## src/hw/rtl/bpa_pkg.sv

```systemverilog
// Shared types and constants for the bitmap page allocator.
// No dependencies; every other file of the block but bpa_queue refers to it by scoped names.
package bpa_pkg;

   localparam int NUM_PAGES     = 4096;
   localparam int BITS_PER_WORD = 64;
   localparam int WORDS         = NUM_PAGES / BITS_PER_WORD;
   localparam int WORD_AW       = $clog2(WORDS);
   localparam int BIT_AW        = $clog2(BITS_PER_WORD);
   localparam int PAGE_W        = 13;
   localparam int RUN_W         = 16;
   localparam int QUEUE_DEPTH   = 2;

   localparam logic [PAGE_W-1:0] MANAGED_RESET = PAGE_W'(NUM_PAGES);

   typedef enum logic [1:0] {
      REQ_ALLOC   = 2'd0,
      REQ_FREE    = 2'd1,
      REQ_RESERVE = 2'd2,
      REQ_RELEASE = 2'd3
   } req_kind_type;

   typedef enum logic [2:0] {
      ST_OK      = 3'd0,
      ST_OOM     = 3'd1,
      ST_NO_RUN  = 3'd2,
      ST_INVALID = 3'd3,
      ST_DOUBLE  = 3'd4
   } status_type;

   typedef enum logic [1:0] {
      PASS_CHECK,
      PASS_SET,
      PASS_CLEAR
   } pass_mode_type;

   typedef enum logic [2:0] {
      BK_IDLE,
      BK_START,
      BK_SCAN_RD,
      BK_SCAN_EV,
      BK_PASS_RD,
      BK_PASS_EV,
      BK_DONE
   } back_state_type;

   typedef struct packed {
      logic [1:0]  req_type;
      logic [3:0]  order;
      logic [11:0] start_page;
      logic [12:0] page_count;
   } req_item_type;

   typedef struct packed {
      status_type  status;
      logic [11:0] alloc_page;
      logic [12:0] free_total;
   } rsp_item_type;

   // Classified request handed from the front end to the sequencer.
   typedef struct packed {
      req_kind_type      kind;
      logic [3:0]        order;
      logic [RUN_W-1:0]  run;
      logic [PAGE_W-1:0] lo;
      logic [PAGE_W-1:0] hi;
      logic              invalid;
   } cmd_type;

endpackage

```

## src/hw/rtl/bpa_front.sv

```systemverilog
// Request classifier: turns a raw request into a page range and run length.
// Depends on bpa_pkg.
module bpa_front (
   input  bpa_pkg::req_item_type         req,
   input  logic [bpa_pkg::PAGE_W-1:0]    limit,
   output bpa_pkg::cmd_type              cmd
);

   logic [bpa_pkg::RUN_W-1:0]  run;
   logic [bpa_pkg::RUN_W:0]    len;
   logic [bpa_pkg::RUN_W:0]    range_end;
   logic [bpa_pkg::PAGE_W-1:0] start;
   bpa_pkg::req_kind_type      kind;

   always_comb begin
      kind  = bpa_pkg::req_kind_type'(req.req_type);
      run   = bpa_pkg::RUN_W'(1) << req.order;
      start = bpa_pkg::PAGE_W'(req.start_page);
      len   = (kind == bpa_pkg::REQ_FREE) ? (bpa_pkg::RUN_W + 1)'(run)
                                          : (bpa_pkg::RUN_W + 1)'(req.page_count);
      range_end = (bpa_pkg::RUN_W + 1)'(start) + len;

      cmd.kind    = kind;
      cmd.order   = req.order;
      cmd.run     = run;
      cmd.invalid = (kind == bpa_pkg::REQ_FREE) && (start >= limit);
      if (kind == bpa_pkg::REQ_ALLOC) begin
         cmd.lo = '0;
         cmd.hi = limit;
      end else begin
         // clip the run to the managed pages
         cmd.lo = start;
         cmd.hi = (range_end < (bpa_pkg::RUN_W + 1)'(limit))
                  ? bpa_pkg::PAGE_W'(range_end) : limit;
      end
   end

endmodule

```

## config.mk

```make
export PLATFORM = sky130hd
export DESIGN_NAME = bpa_front
export DESIGN_NICKNAME = d
export VERILOG_FILES = /design/src/hw/rtl/bpa_pkg.sv /design/src/hw/rtl/bpa_front.sv
export SDC_FILE = /design/constraint.sdc
export NUM_CORES = 1
export LEC_CHECK = 0
export BUFFER_PORTS_ARGS = -buffer_cell sky130_fd_sc_hd__buf_2
export CAP_MARGIN = 20
export CORE_MARGIN = 2
export CORE_UTILIZATION = 35
export DETAILED_ROUTE_END_ITERATION = 16
export PLACE_DENSITY_LB_ADDON = 0.3
export SYNTH_ARGS = -nofsm -noshare
export SYNTH_HDL_FRONTEND = slang
export SYNTH_SLANG_ARGS = --single-unit
```

## constraint.sdc

```tcl
create_clock -name vclk -period 5.9
set_clock_uncertainty 0.15 [all_clocks]
set_input_delay 0.59 -clock vclk [all_inputs]
set_output_delay 0.59 -clock vclk [all_outputs]
set_load 0.05 [all_outputs]
```

==> run summary <==
Slew Viols, Final - 0
Antenna Diode Count - 0
Lkg Pwr - 1.293 nW
Setup tns final - 0 ps
WP data arrival - 4880 ps
Final setup violation count - 0
Total Wirelength - 5575 µm
Hold Vio Cnt, Final - 0
DRT Pass-1 Iters - 4
Synth warnings - 0
Vias in the first global route - 1937
Syn avg cell area - 7.964 µm²
Core Rows - 26
GP Congestion - 0.8692
Post-cts resize count - 0
Post-synth cell types - 54
Status - finished, final reports clean
Final Power - 0.4287 mW
Max IR drop VDD - 96.22 µV
Detailed placement HPWL - 4838 µm
FMAX - 0.1781 GHz
Starting DRT DRC Count - 97
Post-Place Cells - 384
CP Launch Type - primary input
I/O pins - 93
Fin crit share - 95.19%
Share of cells above drive strength 1 - 42.54%
Yosys top cell area share - 24.28%
Critical Path RT - 5160 ps
Initial Util - 36.33%
Worst Max-Slew Pin Slew - 586.7 ps
Nets - 398
Port bufs - 92
Cell count after synthesis - 233
Grt total ovfl - 0
Most area-hungry cell type in the Yosys netlist - ha_1
Largest net degree at the start of global routing - 13
Critical-path maximum fanout - 7
Slew headroom - 60.74%
Overall routing resource usage - 18.11%
Core ar. - 5107 µm²
Final min period - 5616 ps
Critical path class - in -> out
Initial antenna violation count - 0
Seq_cells - 0
Area after DPL - 2356 µm²
Mapped cell area - 1856 µm²
Die Ht - 76.81 µm
Wire per inst - 14.48 µm
Maximum Capacitance Violations - 0
Syn Nets - 314
Design area - 2366 µm²
Pre-CTS WS - 195.8 ps
Post CTS Setup Buffer Count - 0
Hold Path Class - in -> out
Hold Path Cell Cnt - 2
Post-route setup slack - 284.0 ps
Final ANT Viol Nets - 0
First-pass GRT wire length - 9066 µm
Width of the chip - 76.81 µm
Area growth, synth to finish - 27.51%
Worst Setup End Kind - output port
Clock buf count - 0
Post-Layout Cell Count - 385
Die ar. - 5900 µm²
Cts hold-fix bufs - 0
DRC errors left - 0
Register area - 0 µm²
Unrepaired setup endpoints after global routing - false
DR vias - 2018
Vias/cell - 5.242
Seq/Total Area, Yosys - 0%
Ranking of synthesized cells by area - ha_1 24%, mux2_4 8.9%, mux2_2 7.3%
Power Density - 181.2 nW/µm²
==> kinds of logic (layout without fill, tap and decap cells) <==
logic type               count (synthesis)  after routing  share of synthesized area [%]
AND/OR/NAND/NOR                         79             79                          23.67
AO/OA/AOI/OAI                           49             49                          19.49
adder cells (fa/ha/maj)                 37             37                          25.35
buffers and inverters                   35            117                          10.65
multiplexers                            25             25                          17.33
XOR/XNOR                                 7              7                          3.304
other                                    1              1                         0.2021
==> metrics by stage <==
step / util [%] / hold WS (ps)
after floorplan: - / 1197
after global placement: 46.13 / 1352
after detailed placement: 46.13 / 1352
after CTS: 46.13 / 1354
after global routing: 46.33 / 1362
final: 46.33 / 1354
==> per-layer routing <==
metal,vias to the layer above,share of wire (%),track usage (%)
met5,-,0,0
met3,0,5.5,1.059
met4,0,0,0.1818
met2,73,46,31.75
li1,1004,-,-
met1,941,49,25.72
==> synthesized netlist by cell type (all sizes together) (5+ instances only) <==
library cell,n
inv,20
o21ai,9
nand3,5
nor2b,13
a21o,8
nand2b,7
mux2,24
buf,13
a21oi,12
xnor2,6
nor3,8
nand2,7
ha,36
nor2,23
a211oi,5
==> power by group <==
part	internal (mW)	switching [mW]
Combinational	0.154	0.275
Clock	0	0
Sequential	0	0
Total	0.154	0.275
==> path summary, 6_finish.rpt <==
| check | from | endpoint | slack, ps |
|---|---|---|---|
| setup / recovery | req[30] | cmd[9] | 280 |
| hold / removal | req[30] | cmd[48] | 1350 |
==> layout by cell type, fill, tap and decap left out, drive strengths merged, types with 2 or more instances in the layout <==
| cell type | Yosys | routed |
|---|---|---|
| inv | 20 | 20 |
| and3 | 2 | 2 |
| or3 | 2 | 2 |
| nor3 | 8 | 8 |
| nand2 | 7 | 7 |
| nand2b | 7 | 7 |
| nand4 | 2 | 2 |
| o21ai | 9 | 9 |
| nor3b | 2 | 2 |
| nand3 | 5 | 5 |
| ha | 36 | 36 |
| o2111ai | 2 | 2 |
| xnor2 | 6 | 6 |
| buf | 13 | 97 |
| a21o | 8 | 8 |
| a211oi | 5 | 5 |
| a21oi | 12 | 12 |
| mux2 | 24 | 24 |
| and2 | 2 | 2 |
| nor2 | 23 | 23 |
| nor2b | 13 | 13 |
==> critical path, stage by stage <==
cell,delay (ps)
buf_2,110
nand2b_2,230
mux2_2,360
ha_1,220
inv_1,80
fa_1,200
inv_1,50
a21o_1,170
a41o_1,310
a22o_1,280
o311ai_1,410
nor2_1,100
ha_1,300
nor2b_1,170
a2111oi_4,290
o21ai_2,150
nor2_4,130
buf_4,210
mux2_4,310
buf_2,210
==> layout make-up <==
cell class / count / area [µm²]
Tap cell: 70 / 87.58
Timing Repair Buffer: 97 / 498.0
Fill cell: 554 / 2741
Multi-Input combinational cell: 198 / 1705
Inverter: 20 / 75.07
Note: power is estimated with default switching activity, not from simulation.
