==> src/hw/rtl/bpa_queue.sv <==
// Small first-in first-out queue of packed items.
// Depends on nothing but its parameters.
module bpa_queue #(
   parameter type item_type = logic,
   parameter int  Depth     = 2
) (
   input  logic     clock,
   input  logic     reset,
   input  logic     wr_en,
   input  item_type wr_data,
   output logic     full,
   input  logic     rd_en,
   output item_type rd_data,
   output logic     empty
);

   localparam int PtrW = (Depth > 1) ? $clog2(Depth) : 1;
   localparam int CntW = $clog2(Depth + 1);

   item_type            slot_ff [Depth];
   logic [PtrW-1:0]     wr_ptr_ff, wr_ptr_in;
   logic [PtrW-1:0]     rd_ptr_ff, rd_ptr_in;
   logic [CntW-1:0]     count_ff, count_in;
   logic                do_wr, do_rd;

   assign full    = (count_ff == CntW'(Depth));
   assign empty   = (count_ff == '0);
   assign do_wr   = wr_en && !full;
   assign do_rd   = rd_en && !empty;
   assign rd_data = slot_ff[rd_ptr_ff];

   always_comb begin
      wr_ptr_in = wr_ptr_ff;
      rd_ptr_in = rd_ptr_ff;
      count_in  = count_ff;
      if (do_wr) begin
         wr_ptr_in = (wr_ptr_ff == PtrW'(Depth - 1)) ? '0 : wr_ptr_ff + 1'b1;
      end
      if (do_rd) begin
         rd_ptr_in = (rd_ptr_ff == PtrW'(Depth - 1)) ? '0 : rd_ptr_ff + 1'b1;
      end
      if (do_wr && !do_rd) begin
         count_in = count_ff + 1'b1;
      end else if (do_rd && !do_wr) begin
         count_in = count_ff - 1'b1;
      end
   end

   always_ff @(posedge clock) begin
      if (reset) begin
         wr_ptr_ff <= '0;
         rd_ptr_ff <= '0;
         count_ff  <= '0;
      end else begin
         wr_ptr_ff <= wr_ptr_in;
         rd_ptr_ff <= rd_ptr_in;
         count_ff  <= count_in;
      end
   end

   always_ff @(posedge clock) begin
      if (do_wr) begin
         slot_ff[wr_ptr_ff] <= wr_data;
      end
   end

endmodule

==> config.mk <==
export PLATFORM = sky130hd
export DESIGN_NAME = bpa_queue
export DESIGN_NICKNAME = d
export VERILOG_FILES = /design/src/hw/rtl/bpa_queue.sv
export SDC_FILE = /design/constraint.sdc
export NUM_CORES = 1
export LEC_CHECK = 0
export ABC_AREA = 0
export BUFFER_PORTS_ARGS = -buffer_cell sky130_fd_sc_hd__buf_2
export CAP_MARGIN = 20
export CORE_AREA = 10 10 47 49
export DETAILED_ROUTE_END_ITERATION = 8
export DIE_AREA = 0 0 57 59
export PLACE_DENSITY = 0.38
export REMOVE_ABC_BUFFERS = 1
export SYNTH_ARGS = -nofsm -noshare
export SYNTH_HDL_FRONTEND = slang
export SYNTH_SLANG_ARGS = --single-unit
==> constraint.sdc <==
create_clock -name clock -period 1.5 [get_ports clock]
set_input_delay 0.3 -clock clock [delete_from_list [all_inputs] [get_ports clock]]
set_output_delay 0.3 -clock clock [all_outputs]
set_load 0.01 [all_outputs]
==> results.sh <==
export IMPL_status="finished, final reports clean"
export IMPL_cts_setup_buffers=0
export IMPL_tightest_slew_ns=0.206
export IMPL_r2r_start="count_ff[1]"
export IMPL_holdCritStartpoint="wr_data"
export IMPL_reg2reg_to="count_ff[1]"
export IMPL_num_nets_final=49
export IMPL_numCtsBuffers=3
export IMPL_critPathRequiredTime_ns=1.68
export IMPL_hold_end="slot_ff[0]"
export IMPL_crit_chain="nor2b_4 > nor2_2 > ha_4 > or3_1 > a21oi_1"
export IMPL_overflow=0
export IMPL_syn_inst=28
export IMPL_crit_type="reg2reg"
export IMPL_p_leak_nw=0.188
export IMPL_seq_power_share=0.364
export IMPL_yosys_most_used_dff="dfxtp_1"
export IMPL_max_stage_delay_ns=0.35
export IMPL_stdcell_count=58
export IMPL_synthTopCellsByArea="dfxtp_1 (35%), edfxtp_1 (21%), xor2_1 (9.1%), nor2_1 (6.5%), o21ai_0 (5.2%)"
export IMPL_r2r_cells=5
export IMPL_rows=14
export IMPL_num_vias=233
export IMPL_crit_fanout=5
export IMPL_grt_start_max_net_pins=6
export IMPL_fin_ws_ns=0.0597
export IMPL_maxSlewViolCount=0
export IMPL_clock_skew_ns=0.000904
export IMPL_cts_tree="done"
export IMPL_vias_per_cell=4.02
export IMPL_drcViolationCount=0
export IMPL_switching_power_mw=0.289
export IMPL_cts_sinks=7
export IMPL_htreeDepth=1
export IMPL_powerDensity_nw_per_um2=1990
export IMPL_end_kind="flip-flop"
export IMPL_antenna_cells=0
export IMPL_wirelength_um=626
export IMPL_whs_path_depth=1
export IMPL_synth_largest_area_cell="dfxtp_1"
export IMPL_path_clk_slew_ns=0.05
export IMPL_clockBufferDepth=2
export IMPL_ys_seq_elements=7
export IMPL_async_flop_share=0
export IMPL_synth_edf_count=2
export IMPL_yosysWarnings=0
export IMPL_dr_pass1_iters=4
export IMPL_dp_final_hpwl_um=485
export IMPL_avgRoutedWirePerCell_um=10.8
export IMPL_io_buffer_count=7
export IMPL_r2r_slack_ns=0.06
export IMPL_synthDistinctLibCells=12
export IMPL_maxCapViolCount=0
export IMPL_dp_cells=54
export IMPL_hold_class="in2reg"
export IMPL_netlist_top_cells_count="dfxtp_1 (5), nor2_1 (5), o21ai_0 (3), xor2_1 (3)"
export IMPL_cp_arrival_ns=1.62
export IMPL_dieHeight_um=59
export IMPL_fp_coreArea_um2=1400
export IMPL_p_int_mw=0.547
export IMPL_synthesis_area_um2=289
export IMPL_die_w_um=57
export IMPL_crit_buf_inv=0
export IMPL_die_area_um2=3360
export IMPL_grt_pass1_vias=271
export IMPL_cts_root_buf="clkbuf_4"
export IMPL_synth_avg_cell_area_um2=10.3
export IMPL_antenna_found_initial=0
export IMPL_min_period_over_period=0.960
export IMPL_initial_core_util=0.206
export IMPL_io_pins=8
export IMPL_detail_route_antenna_nets=0
export IMPL_relSlewSlack=0.863
export IMPL_ys_seq_area_frac=0.554
export IMPL_hold_ws_ns=0.229
export IMPL_grt_pass1_wl_mm=1.05
export IMPL_crit_family="simple AND/OR/NAND/NOR gates"
export IMPL_clk_latency_ns=0.26
export IMPL_finish_utilization=0.300
export IMPL_synth_top_area_frac=0.346
export IMPL_hold_viol_final=0
export IMPL_post_route_min_period_ns=1.44
export IMPL_max_freq_ghz=0.694
export IMPL_startpoint_type="flip-flop"
export IMPL_final_setup_viol_count=0
export IMPL_drive_gt1_frac=0.500
export IMPL_combPwrFrac=0.426
export IMPL_switching_share=0.346
export IMPL_finalInstanceArea_um2=420
export IMPL_placed_area_um2=367
export IMPL_cp_slowest_cell="or3_1"
export IMPL_hold_buffers=0
export IMPL_drt_iter0_drc=5
export IMPL_power_frac_clock=0.210
export IMPL_synthToLayoutAreaGrowth_pct=45.5
export IMPL_routabilityCongestion=0.665
export IMPL_vdd_ir_drop_max_mv=0.609
export IMPL_track_usage=0.0411
export IMPL_pre_cts_slack_ns=-0.0229
## worst reg2reg max path, delay by kind of cell, from the launching register on
kind | cells | cell delay (ns)
fa+ha+maj | 1 | 0.24
flops | 1 | 0.34
compound gates | 1 | 0.16
simple gates | 3 | 0.63
## worst max path at each step
stage                        endpoint  slack (ns)  depth (start not counted)        start
after detailed placement  count_ff[1]       -0.02                          5  count_ff[1]
after floorplan           count_ff[1]        0.03                          5  count_ff[1]
after global placement    count_ff[1]        0.07                          5  count_ff[1]
final                     count_ff[1]        0.06                          5  count_ff[1]
after global routing      count_ff[1]      -0.002                          5  count_ff[1]
after CTS                 count_ff[1]        0.03                          5  count_ff[1]
## through the flow
stage	power, mW	setup TNS (ns)
after global placement	0.583	0
after global routing	0.899	-0.00213
after floorplan	0.473	0
final	0.835	0
after CTS	0.806	0
after detailed placement	0.600	-0.0229
## power groups by stage
stage | logic [mW] | registers, mW | clock network, mW
6_report | 0.356 | 0.304 | 0.176
5_1_grt | 0.393 | 0.310 | 0.196
4_1_cts | 0.325 | 0.295 | 0.186
3_5_place_dp | 0.310 | 0.290 | 0
3_3_place_gp | 0.298 | 0.285 | 0
2_1_floorplan | 0.184 | 0.289 | 0
## placed cells by master (no fill, tap or decap), drive strengths merged
master,instances
a21oi,2
and2,1
buf,10
clkbuf,3
clkinv,1
dfxtp,5
edfxtp,2
ha,1
inv,2
mux2,1
nor2,5
nor2b,1
o21ai,3
or3,2
xor2,3
## cells by family (layout without fill, tap and decap cells)
logic type | after synthesis | count (layout) | synth area share
AOI/OAI and AO/OA | 5 | 5 | 0.0866
and+or+nand+nor | 9 | 9 | 0.160
xor gates and xnor gates | 3 | 3 | 0.0909
muxes | 1 | 1 | 0.0390
adders and majority gates | 1 | 1 | 0.0433
buffers and inverters | 2 | 16 | 0.0260
DFF | 7 | 7 | 0.554
## layer usage
| metal | GRT usage | up-vias | routed length, um |
|---|---|---|---|
| li1 | - | 121 | - |
| met1 | 0.0334 | 101 | 246 |
| met2 | 0.0667 | 9 | 310 |
| met3 | 0.0258 | 2 | 59 |
| met4 | 0.0403 | 0 | 10 |
| met5 | 0 | - | 0 |
## area by class of cell
cell class,instances,area (um^2)
fill,147,981
inverter,2,7.51
clock inverter,1,5.00
timing repair buffer,10,57.6
multi-input combinational,19,145
sequential,7,163
clock buffer,3,22.5
tap,16,20.0
## timing repair
| item | CTS | global route |
|---|---|---|
| resized for setup | 4 | 3 |
| hold endpoints to repair | 0 | 0 |
| endpoints found under the setup margin | 1 | 1 |
Note: power is estimated with default switching activity, not from simulation.
